<file path="config.mk">
export PLATFORM = sky130hd
export DESIGN_NAME = mwic_back_flat
export DESIGN_NICKNAME = d
export VERILOG_FILES = /design/src/hdl/mwic_pkg.sv /design/src/hdl/mwic_if.sv /design/src/hdl/mwic_ram.sv /design/src/hdl/mwic_back.sv /design/src/flat_wrapper.sv
export SDC_FILE = /design/constraint.sdc
export NUM_CORES = 2
export LEC_CHECK = 0
export ABC_CLOCK_PERIOD_IN_PS = 9200
export CAP_MARGIN = 20
export CORE_MARGIN = 1
export CORE_UTILIZATION = 25
export CTS_CLUSTER_SIZE = 30
export DETAILED_ROUTE_END_ITERATION = 16
export DONT_BUFFER_PORTS = 1
export PLACE_DENSITY_LB_ADDON = 0.1
export SYNTH_ARGS = -nofsm -noshare
export SYNTH_HDL_FRONTEND = slang
export SYNTH_HIERARCHICAL = 1
export SYNTH_SLANG_ARGS = --single-unit
</file>
<file path="constraint.sdc">
create_clock -name clk -period 9.2 [get_ports clk]
set_clock_uncertainty 0.05 [all_clocks]
set_input_delay 0.92 -clock clk [delete_from_list [all_inputs] [get_ports clk]]
set_output_delay 0.92 -clock clk [all_outputs]
set_load 0.005 [all_outputs]
</file>
<file path="src/hdl/mwic_pkg.sv">
// shared types, constants and width helpers for the window coverage block
package mwic_pkg;

    localparam int IN_W  = 32;
    localparam int CFG_W = 32;
    localparam int OUT_W = 33;
    localparam int EXT_W = 64;

    typedef logic [IN_W-1:0]  pos_in_t;
    typedef logic [CFG_W-1:0] win_len_t;
    typedef logic [OUT_W-1:0] cov_t;

    localparam cov_t     OUT_MAX       = '1;
    localparam win_len_t WIN_LEN_RESET = win_len_t'(1);

    // signed width that holds end + 1 - window_length without wrap
    function automatic int left_width(input int pos_bits);
        return ((pos_bits > CFG_W) ? pos_bits : CFG_W) + 2;
    endfunction

    // queue word: first flag, start, end, left edge
    function automatic int qword_width(input int pos_bits);
        return 1 + 2 * pos_bits + left_width(pos_bits);
    endfunction

endpackage

</file>
<file path="src/hdl/mwic_if.sv">


interface mwic_out_if import mwic_pkg::*; ();
    logic valid;
    logic ready;
    cov_t best_coverage;
    cov_t window_coverage;
    logic overflow;

    modport source (output valid, output best_coverage, output window_coverage,
                    output overflow, input ready);
    modport sink (input valid, input best_coverage, input window_coverage,
                  input overflow, output ready);
endinterface


</file>
<file path="src/hdl/mwic_ram.sv">
// generic single write port ram with registered read
module mwic_ram #(
    parameter int WIDTH = 64,
    parameter int DEPTH = 64,
    localparam int AW = $clog2(DEPTH)
) (
    input  logic             clk,
    input  logic             wr_en,
    input  logic [AW-1:0]    wr_addr,
    input  logic [WIDTH-1:0] wr_data,
    input  logic             rd_en,
    input  logic [AW-1:0]    rd_addr,
    output logic [WIDTH-1:0] rd_data
);

    logic [WIDTH-1:0] mem_reg [DEPTH];

    // write port
    always_ff @(posedge clk)
    begin
        if (wr_en)
        begin
            mem_reg[wr_addr] <= wr_data;
        end
    end

    // registered read port
    always_ff @(posedge clk)
    begin
        if (rd_en)
        begin
            rd_data <= mem_reg[rd_addr];
        end
    end

endmodule

</file>
<file path="src/hdl/mwic_back.sv">
// back end: interval fifo, retire loop, coverage and best tracking, result register
module mwic_back import mwic_pkg::*; #(
    parameter int FIFO_DEPTH = 64,
    parameter int POS_BITS   = 32,
    localparam int QW = qword_width(POS_BITS)
) (
    input  logic          clk,
    input  logic          rst_n,
    input  logic          q_valid,
    input  logic [QW-1:0] q_word,
    output logic          q_ready,
    mwic_out_if.source    coverage
);

    localparam int PW    = POS_BITS;
    localparam int LW    = left_width(POS_BITS);
    localparam int AW    = $clog2(FIFO_DEPTH);
    localparam int CW    = $clog2(FIFO_DEPTH + 1);
    localparam int SUM_W = PW + AW + 1;
    localparam int GW    = (LW > SUM_W) ? LW : SUM_W;
    localparam int XW    = (SUM_W > OUT_W) ? SUM_W : OUT_W;
    localparam int RW    = 2 * PW;

    localparam logic [AW-1:0] LAST_SLOT  = AW'(FIFO_DEPTH - 1);
    localparam logic [CW-1:0] FULL_COUNT = CW'(FIFO_DEPTH);

    localparam logic S_IDLE  = 1'b0;
    localparam logic S_CHECK = 1'b1;

    function automatic logic [AW-1:0] next_slot(input logic [AW-1:0] p);
        return (p == LAST_SLOT) ? '0 : p + AW'(1);
    endfunction

    // control state
    logic             state_reg,   state_next;
    logic [AW-1:0]    head_reg,    head_next;
    logic [AW-1:0]    tail_reg,    tail_next;
    logic [CW-1:0]    count_reg,   count_next;
    logic [SUM_W-1:0] sum_reg,     sum_next;
    cov_t             best_reg,    best_next;
    logic             ovf_reg,     ovf_next;
    logic             hsel_reg,    hsel_next;
    logic             out_valid_reg, out_valid_next;

    // payload state
    logic [LW-1:0]    left_reg,    left_next;
    logic [PW-1:0]    cache_lo_reg, cache_lo_next;
    logic [PW-1:0]    cache_hi_reg, cache_hi_next;
    cov_t             out_best_reg, out_best_next;
    cov_t             out_cov_reg,  out_cov_next;
    logic             out_ovf_reg,  out_ovf_next;

    // queue word fields
    logic             q_first;
    logic [PW-1:0]    q_s;
    logic [PW-1:0]    q_e;
    logic [LW-1:0]    q_left;

    // ram port signals
    logic             wr_en;
    logic [AW-1:0]    wr_addr;
    logic             rd_en;
    logic [AW-1:0]    rd_addr;
    logic [RW-1:0]    rd_data;

    // set-clear view of the state
    logic [AW-1:0]    eff_head;
    logic [AW-1:0]    eff_tail;
    logic [CW-1:0]    eff_count;
    logic [SUM_W-1:0] eff_sum;
    cov_t             eff_best;
    logic             eff_ovf;

    // head entry and coverage path
    logic [PW-1:0]    head_lo;
    logic [PW-1:0]    head_hi;
    logic [SUM_W-1:0] head_len;
    logic [SUM_W-1:0] new_len;
    logic             pop_now;
    logic [LW-1:0]    gap;
    logic             gap_pos;
    logic [GW-1:0]    gap_x;
    logic [GW-1:0]    sum_x;
    logic [GW-1:0]    cov_g;
    logic [XW-1:0]    cov_x;
    cov_t             cov_sat;
    cov_t             best_upd;
    logic             slot_free;

    assign q_first = q_word[QW-1];
    assign q_s     = q_word[QW-2 -: PW];
    assign q_e     = q_word[QW-2-PW -: PW];
    assign q_left  = q_word[LW-1:0];

    // a first word starts from an empty set
    assign eff_head  = q_first ? '0 : head_reg;
    assign eff_tail  = q_first ? '0 : tail_reg;
    assign eff_count = q_first ? '0 : count_reg;
    assign eff_sum   = q_first ? '0 : sum_reg;
    assign eff_best  = q_first ? '0 : best_reg;
    assign eff_ovf   = q_first ? 1'b0 : ovf_reg;

    assign new_len = SUM_W'(q_e) - SUM_W'(q_s) + SUM_W'(1);

    // head entry comes from the cache or from the last ram read
    assign head_lo  = hsel_reg ? rd_data[RW-1:PW] : cache_lo_reg;
    assign head_hi  = hsel_reg ? rd_data[PW-1:0]  : cache_hi_reg;
    assign head_len = SUM_W'(head_hi) - SUM_W'(head_lo) + SUM_W'(1);

    // retire the head when it ends left of the window
    assign pop_now = (count_reg != '0) && ($signed(LW'(head_hi)) < $signed(left_reg));

    // uncovered part of the oldest interval
    assign gap     = left_reg - LW'(head_lo);
    assign gap_pos = (count_reg != '0) && !gap[LW-1] && (gap != '0);
    assign gap_x   = GW'(gap);
    assign sum_x   = GW'(sum_reg);
    assign cov_g   = !gap_pos ? sum_x : ((gap_x >= sum_x) ? '0 : sum_x - gap_x);
    assign cov_x   = XW'(cov_g[SUM_W-1:0]);
    assign cov_sat = (cov_x > XW'(OUT_MAX)) ? OUT_MAX : cov_x[OUT_W-1:0];
    assign best_upd = (cov_sat > best_reg) ? cov_sat : best_reg;

    assign slot_free = !out_valid_reg || coverage.ready;
    assign q_ready   = (state_reg == S_IDLE);

    // push and retire sequencer
    always_comb
    begin
        state_next     = state_reg;
        head_next      = head_reg;
        tail_next      = tail_reg;
        count_next     = count_reg;
        sum_next       = sum_reg;
        best_next      = best_reg;
        ovf_next       = ovf_reg;
        hsel_next      = hsel_reg;
        left_next      = left_reg;
        cache_lo_next  = cache_lo_reg;
        cache_hi_next  = cache_hi_reg;
        out_valid_next = out_valid_reg;
        out_best_next  = out_best_reg;
        out_cov_next   = out_cov_reg;
        out_ovf_next   = out_ovf_reg;
        wr_en          = 1'b0;
        wr_addr        = eff_tail;
        rd_en          = 1'b0;
        rd_addr        = next_slot(head_reg);

        if (coverage.ready)
        begin
            out_valid_next = 1'b0;
        end

        case (state_reg)
            S_IDLE:
            begin
                if (q_valid)
                begin
                    head_next  = eff_head;
                    tail_next  = eff_tail;
                    count_next = eff_count;
                    sum_next   = eff_sum;
                    best_next  = eff_best;
                    ovf_next   = eff_ovf;
                    left_next  = q_left;
                    if (eff_count == FULL_COUNT)
                    begin
                        ovf_next = 1'b1;
                    end
                    else
                    begin
                        wr_en      = 1'b1;
                        tail_next  = next_slot(eff_tail);
                        count_next = eff_count + CW'(1);
                        sum_next   = eff_sum + new_len;
                        if (eff_count == '0)
                        begin
                            cache_lo_next = q_s;
                            cache_hi_next = q_e;
                            hsel_next     = 1'b0;
                        end
                    end
                    state_next = S_CHECK;
                end
            end
            S_CHECK:
            begin
                if (pop_now)
                begin
                    sum_next   = sum_reg - head_len;
                    head_next  = next_slot(head_reg);
                    count_next = count_reg - CW'(1);
                    rd_en      = 1'b1;
                    hsel_next  = 1'b1;
                end
                else if (slot_free)
                begin
                    best_next      = best_upd;
                    out_valid_next = 1'b1;
                    out_best_next  = best_upd;
                    out_cov_next   = cov_sat;
                    out_ovf_next   = ovf_reg;
                    state_next     = S_IDLE;
                end
            end
            default:
            begin
                state_next = S_IDLE;
            end
        endcase
    end

    // control registers
    always_ff @(posedge clk or negedge rst_n)
    begin
        if (!rst_n)
        begin
            state_reg     <= S_IDLE;
            head_reg      <= '0;
            tail_reg      <= '0;
            count_reg     <= '0;
            sum_reg       <= '0;
            best_reg      <= '0;
            ovf_reg       <= 1'b0;
            hsel_reg      <= 1'b0;
            out_valid_reg <= 1'b0;
        end
        else
        begin
            state_reg     <= state_next;
            head_reg      <= head_next;
            tail_reg      <= tail_next;
            count_reg     <= count_next;
            sum_reg       <= sum_next;
            best_reg      <= best_next;
            ovf_reg       <= ovf_next;
            hsel_reg      <= hsel_next;
            out_valid_reg <= out_valid_next;
        end
    end

    // payload registers
    always_ff @(posedge clk)
    begin
        left_reg     <= left_next;
        cache_lo_reg <= cache_lo_next;
        cache_hi_reg <= cache_hi_next;
        out_best_reg <= out_best_next;
        out_cov_reg  <= out_cov_next;
        out_ovf_reg  <= out_ovf_next;
    end

    // interval storage
    mwic_ram #(
        .WIDTH (RW),
        .DEPTH (FIFO_DEPTH)
    ) u_fifo_ram (
        .clk     (clk),
        .wr_en   (wr_en),
        .wr_addr (wr_addr),
        .wr_data ({q_s, q_e}),
        .rd_en   (rd_en),
        .rd_addr (rd_addr),
        .rd_data (rd_data)
    );

    // result word
    assign coverage.valid           = out_valid_reg;
    assign coverage.best_coverage   = out_best_reg;
    assign coverage.window_coverage = out_cov_reg;
    assign coverage.overflow        = out_ovf_reg;

endmodule

</file>
<file path="src/flat_wrapper.sv">
// flat-port wrapper written by rule: the top's interface ports become plain ports
module mwic_back_flat import mwic_pkg::*;
#(
    parameter int FIFO_DEPTH = 64,
    parameter int POS_BITS   = 32,
    localparam int QW = qword_width(POS_BITS)
)
  (clk, rst_n, q_valid, q_word, q_ready, coverage_valid, coverage_best_coverage, coverage_window_coverage, coverage_overflow, coverage_ready);
  mwic_out_if coverage_i ();
  input  logic clk;
  input  logic rst_n;
  input  logic q_valid;
  input  logic [QW-1:0] q_word;
  output logic q_ready;
  output wire logic [$bits(coverage_i.valid)-1:0] coverage_valid;
  output wire logic [$bits(coverage_i.best_coverage)-1:0] coverage_best_coverage;
  output wire logic [$bits(coverage_i.window_coverage)-1:0] coverage_window_coverage;
  output wire logic [$bits(coverage_i.overflow)-1:0] coverage_overflow;
  input wire logic [$bits(coverage_i.ready)-1:0] coverage_ready;
  assign coverage_valid = coverage_i.valid;
  assign coverage_best_coverage = coverage_i.best_coverage;
  assign coverage_window_coverage = coverage_i.window_coverage;
  assign coverage_overflow = coverage_i.overflow;
  assign coverage_i.ready = coverage_ready;
  mwic_back #(.FIFO_DEPTH(FIFO_DEPTH), .POS_BITS(POS_BITS)) u_core (.clk(clk), .rst_n(rst_n), .q_valid(q_valid), .q_word(q_word), .q_ready(q_ready), .coverage(coverage_i));
endmodule
</file>
* Yosys cells after proc, flatten, opt, wreduce, memory -nomap -nowiden
Memories as Yosys holds them, arrays and structs flattened. A register that Yosys moved wholly into a read port is not among the register bits.
Cells that the tools add are included.
** Storage, ports and cells
- Register bits :: 260
- Memory bits (writable) :: 4096
- Input port bits :: 103
- Output and inout port bits :: 69
- Logic and storage cells :: 114
- Memories kept :: 1
** Cells by class
- Add/sub/neg operators :: 12
- $lt $le $gt $ge :: 4
- Equality and inequality tests :: 10
- Mux-type cells :: 51
- Bitwise operators :: 3
- Reduce and logical (&&, ||, !) cells :: 18
** Memory list
- u_core.u_fifo_ram.mem_reg :: words 64, width 64, read ports 1, clocked after Yosys merged registers in 1, write ports 1, RTL line mwic_ram.sv:16 : logic [WIDTH-1:0] mem_reg [DEPTH];
** Operator list (number)
- $mux 39 :: 6
- $mux 33 :: 6
- $add 39x1->39 const B :: 2
- $pmux 39 s2 :: 1
- $pmux 33 s2 :: 1
- $sub 32x32->33 :: 2
- $mux 32 :: 2
- $mux 6 :: 7
- $add 39x39->39 :: 1
- $ge 34x39->1 :: 1
- $gt 39x33->1 const B :: 1
- $sub 39x34->39 :: 1
- $sub 39x39->39 :: 1
- $lt 33x34->1 :: 1
- $reduce_bool 34->1 :: 1
- $sub 34x32->34 :: 1
- $gt 33x33->1 :: 1
- $mux 7 :: 4
- $mux 1 :: 20
- $pmux 7 s2 :: 1
- $add 6x1->6 const B :: 2
- $eq 6x6->1 const B :: 2
- $ne 2x2->1 const B :: 6
- $pmux 6 s2 :: 1
- 15 further kinds :: 26

* Longest topological paths before layout
- Depth in word-level cells :: 13
- Gate-level depth with buffers :: 48
- Depth with buffers taken out :: 42

* Modules after synthesis
Netlist, hierarchy kept.
** Modules (own cells, without submodules)
- mwic_ram :: instances 1, cells each 6598, area an instance 156989.3 um2, sequential area each 124919.8 um2
- mwic_back :: instances 1, cells each 2954, area an instance 25723.4 um2, sequential area each 7332.0 um2

* Worst setup path before layout
Ideal clock, no wire load.
- Path type :: flip-flop to flip-flop
- From :: register u_core.hsel_reg
- To :: register u_core.out_best_reg[31], in the netlist u_core/coverage.best_coverage[31], data pin
- Library setup time :: 0.260 ns
- Arrival time :: 8.715 ns
- Data required time :: 8.890 ns
- Path slack :: 0.175 ns
- Stages on the path, launching flop included :: 43
- Path buffers :: 6
- Period minus slack after synthesis :: 9.025 ns
- Cells stage by stage :: dfrtp_1 -> clkbuf_1 -> buf_1 -> mux2i_1 -> ha_1 -> a21oi_1 -> nand2_1 -> o21ai_2 -> a21oi_1 -> or3_1 -> nand2_1 -> ha_1 -> a21oi_1 -> o21ai_0 -> a21oi_1 -> a21oi_1 -> a211oi_1 -> o211ai_1 -> [... 7 more ...] -> buf_6 -> buf_4 -> nand2_1 -> ha_1 -> nor2b_1 -> o21a_1 -> o21a_1 -> o21ai_0 -> nand2b_1 -> a21oi_1 -> nor2b_1 -> o21a_1 -> o21ai_0 -> nand2b_1 -> a221oi_1 -> o21ai_1 -> clkbuf_1 -> mux2_4
** Between the ends
- Cells in the longest elaborated chain, start to end :: 10
- Elaborated cells between the ends (all ways) :: 14
- Those cells by class :: 2 x add/sub; 3 x order compare; 5 x mux; 4 x reduce/logical
** RTL lines
- start, declared :: RTL line mwic_back.sv:42 : logic hsel_reg, hsel_next;
- start signal, assigned :: RTL line mwic_back.sv:237 : hsel_reg <= hsel_next;
- $mux 32 * :: RTL line mwic_back.sv:106 : assign head_lo = hsel_reg ? rd_data[RW-1:PW] : cache_lo_reg;
- $sub 34x32->34 * :: RTL line mwic_back.sv:114 : assign gap = left_reg - LW'(head_lo);
- branches (longest 3 deep; another with $sub 39x34->39)
- $mux 39 * :: RTL line mwic_back.sv:118 : assign cov_g = !gap_pos ? sum_x : ((gap_x >= sum_x) ? '0 : sum_x - gap_x);
- $gt 39x33->1 :: RTL line mwic_back.sv:120 : assign cov_sat = (cov_x > XW'(OUT_MAX)) ? OUT_MAX : cov_x[OUT_W-1:0];
- $mux 33 * :: RTL line mwic_back.sv:120
- via u_core.cov_sat[1] :: RTL line mwic_back.sv:86 : cov_t cov_sat;
- $gt 33x33->1 * :: RTL line mwic_back.sv:121 : assign best_upd = (cov_sat > best_reg) ? cov_sat : best_reg;
- $mux 33 * :: RTL line mwic_back.sv:121
- via u_core.best_upd[31] :: RTL line mwic_back.sv:87 : cov_t best_upd;
- end signal, assigned :: RTL line mwic_back.sv:248 : out_best_reg <= out_best_next;
- end, declared :: RTL line mwic_back.sv:49 : cov_t out_best_reg, out_best_next;
Mark *: on every way through the listed nets, which the timed path passes.
A chain may end at the register's enable or synchronous reset.

* Final worst setup path
- From :: register u_core.hsel_reg
- To :: register u_core.sum_reg[38]
** Between the ends
- Cells in the longest elaborated chain, start to end :: 6
- Elaborated cells between the ends (all ways) :: 11
- Those cells by class :: 3 x add/sub; 1 x order compare; 1 x eq/ne; 4 x mux; 2 x reduce/logical
** RTL lines
- $mux 32, on equally long branches :: RTL line mwic_back.sv:107, mwic_back.sv:106
- $sub 32x32->33 :: RTL line mwic_back.sv:108 : assign head_len = SUM_W'(head_hi) - SUM_W'(head_lo) + SUM_W'(1);
- $add 39x1->39 :: RTL line mwic_back.sv:108
- $sub 39x39->39 :: RTL line mwic_back.sv:190 : sum_next = sum_reg - head_len;
- $mux 39 :: RTL line mwic_back.sv:188 : if (pop_now)
- $pmux 39 s2 :: RTL line mwic_back.sv:154 : case (state_reg)
- end signal, assigned :: RTL line mwic_back.sv:234 : sum_reg <= sum_next;
- end, declared :: RTL line mwic_back.sv:39 : logic [SUM_W-1:0] sum_reg, sum_next;
Parallel ways exist; a longest one is shown, timed or not. The select of a mux whose other input is x is not followed.

==> results_dict.tcl <==
set metrics [dict create \
    dp.final_hpwl_um 400000 \
    design_area_sq_mm 0.217 \
    share_clk_of_total_power 0.274 \
    start_util 0.251 \
    ant_nets 0 \
    r2r-start "u_core/hsel_reg" \
    synth_async_sr_flop_share 0.0215 \
    die_w_um 857 \
    fin_crit_ns 8.67 \
    relSlewSlack 0.133 \
    syn2layout_area_growth_pct 18.7 \
    syn_area_sq_mm 0.183 \
    yosysTopAreaCell "edfxtp_1" \
    seq_power_share 0.317 \
    cts-root-buf "clkbuf_16" \
    min-delay-start "q_word[89]" \
    worstPathArrival_ns 9.63 \
    dpl_cell_area_sq_mm 0.198 \
    cts_made_buffers 530 \
    dpl_worst_slack_ns -0.283 \
    yosys-top-cells-count "edfxtp_1, mux4_2, nor2_1, nand2_1, ha_1" \
    drt_wl_total_um 697000 \
    grt.total_usage 0.184 \
    leakage_nw 68.8 \
    drive_gt1_frac 0.242 \
    setup_violations 0 \
    cts_max_level 6 \
    grt_max_degree 96 \
    grt_overflow 0 \
    synth_edf_count 4325 \
    synth_flop_cell "edfxtp_1" \
    synthesis.nets 9925 \
    max_freq_ghz 0.115 \
    intPower_w 0.0474 \
    grt_pass1_vias 102000 \
    outcome "complete, no violations" \
    grt_pass1_wl_um 927000 \
    p_per_area_mw_per_mm2 342 \
    fillCellCount 70600 \
    hold_class "in2reg" \
    ys_seq_elements 4420 \
    clock_latency_ns 1.07 \
    final-instance-count-excl-fill 20300 \
    die_area_sq_mm 0.734 \
    place_congestion 0.803 \
    hold_depth 1 \
    ys_seq_area_frac 0.724 \
    slowest_stage "or3b_2" \
    slew_viol_final 0 \
    critical_path.most_common_cell "a21oi_1" \
    hold_violations 0 \
    drc 0 \
    wl_per_cell_um 34.3 \
    largest_reg_flops 4096 \
    antenna_found_initial 110 \
    dieHeight_um 857 \
    via_per_inst 4.93 \
    cp.required_ns 10.16 \
    tritoncts "built" \
    io_buffers 0 \
    fin_crit_sh 0.942 \
    yosys-top-cells-area "edfxtp_1, mux4_2, ha_1, dfrtp_1, mux2i_1" \
    ff2ff_setup_slack_ns 0.53 \
    max_stage_delay_ns 0.53 \
    worstPathMaxFanout 12 \
    crit_type "reg2reg" \
    core_sq_mm 0.727 \
    reg2reg_depth 33 \
    rows 313 \
    synthMostInstantiatedCell "edfxtp_1" \
    power_frac_comb 0.409 \
    yosysWarnings 6 \
    end_kind "flip-flop" \
    avgSynthCellArea_sq_um 19.1 \
    place_inst 19200 \
    clk_pin_slew_ns 0.06 \
    synth_top_area_share 0.711 \
    vdd_drop_max_uv 347 \
    timing.rr.end "u_core/sum_reg[38]" \
    dr_total_vias 100000 \
    clock_path_buffers 4 \
    synth_cells 9552 \
    whs_ns 0.157 \
    io_pins 172 \
    p_sw_w 0.0267 \
    tightest_slew_ns 1.30 \
    sw_frac_of_total 0.360 \
    holdPathEnd "u_core/u_fifo_ram/mem_reg[35][55]" \
    drt-initial-drc-count 9714 \
    nets 10600 \
    start_kind "flip-flop" \
    cts_sinks 4420 \
    setup_ws_ns 0.533 \
    synth.distinct_cells 112 \
    drtPass1Iterations 6 \
    drv_cap 0 \
]
[layout by cell type, fill, tap and decap left out, types with 55 or more instances in the layout]
cell	count
edfxtp_1	4325
mux4_2	1024
clkbuf_16	544
buf_4	436
nand2_1	268
ha_1	263
a21oi_1	253
nor2_1	240
inv_1	207
a22oi_1	200
xnor2_1	170
mux2i_1	169
o21ai_0	144
clkbuf_1	137
nand3_1	119
clkinv_1	108
and3_1	94
o22ai_1	94
dfrtp_1	94
a21o_1	92
nor2b_1	89
a22o_1	89
xor2_1	81
a211oi_1	77
buf_16	66
nor2_4	65
a31oi_1	64
clkinv_2	63
buf_12	62
or3_1	59
nor3_1	58
nand2b_1	55
[worst max-delay path by stage]
stage | startpoint | endpoint | slack (ns) | cells after the start
floorplan | u_core/hsel_reg | u_core/coverage.best_coverage[31] | 0.18 | 42
global placement | u_core/hsel_reg | u_core/coverage.best_coverage[32] | -0.49 | 42
detailed placement | u_core/hsel_reg | u_core/coverage.best_coverage[32] | -0.28 | 38
CTS | u_core/hsel_reg | u_core/sum_reg[38] | 0.01 | 31
global route | u_core/hsel_reg | u_core/coverage.best_coverage[32] | -0.006 | 45
finish | u_core/hsel_reg | u_core/sum_reg[38] | 0.53 | 33
[area by class of cell]
class / count / area (sq um) / share of cell area
antenna: 43 / 108 / 0.000496
clock buffer: 683 / 14100 / 0.0652
clock inverter: 253 / 2350 / 0.0108
inverter: 212 / 798 / 0.00368
multi-input combinational: 4450 / 48400 / 0.223
sequential: 4420 / 132000 / 0.610
tap: 9607 / 12000 / 0.0554
timing repair buffer: 618 / 6890 / 0.0318
[kinds of logic after synthesis]
group | count (synthesis) | synth area share
buf+inv | 682 | 0.0165
flops | 4420 | 0.724
compound gates | 1390 | 0.0537
simple gates | 1271 | 0.0350
mux | 1250 | 0.139
fa+ha+maj | 280 | 0.0193
xor+xnor | 259 | 0.0127
[repair_timing]
action / 4_1_cts / 5_1_grt
pin swaps: 0 / 5
hold buffers: 110 / 0
resized for setup: 6 / 41
setup endpoints to repair: 62 / 69
setup buffers: 0 / 3
endpoints found under the hold margin: 4233 / 0
cloned: 0 / 1
[power groups by stage]
stage	logic, W	clock network [W]	registers [W]
final	0.0303	0.0203	0.0235
after detailed placement	0.0298	0	0.0239
after CTS	0.0304	0.0209	0.0235
after global routing	0.0326	0.0216	0.0236
after floorplan	0.0198	0	0.0236
after global placement	0.0298	0	0.0239
[layer usage]
metal / GRT usage / up-vias / part of all wire
li1: - / 41000 / -
met1: 0.255 / 55200 / 0.44
met2: 0.303 / 3143 / 0.47
met3: 0.0310 / 733 / 0.056
met4: 0.0407 / 12 / 0.024
met5: 0 / - / 0.00011
[through the flow]
step	util	power, W	TNS, ns
after floorplan	-	0.0434	0
after global placement	0.272	0.0537	-20.19
after detailed placement	0.272	0.0537	-5.54
after CTS	0.298	0.0748	0
after global routing	0.298	0.0777	-0.00554
final	0.298	0.0741	0
[critical path, delay by kind of cell, from the launching register on]
kind	cells	cell delay (ns)
buffers and inverters	3	0.63
AO/OA/AOI/OAI	13	2.91
AND/OR/NAND/NOR	10	2.55
multiplexers	2	0.63
XOR/XNOR	2	0.42
flip-flops	1	0.41
adder cells (fa/ha/maj)	3	0.99
(Power assumes the default switching activity.)
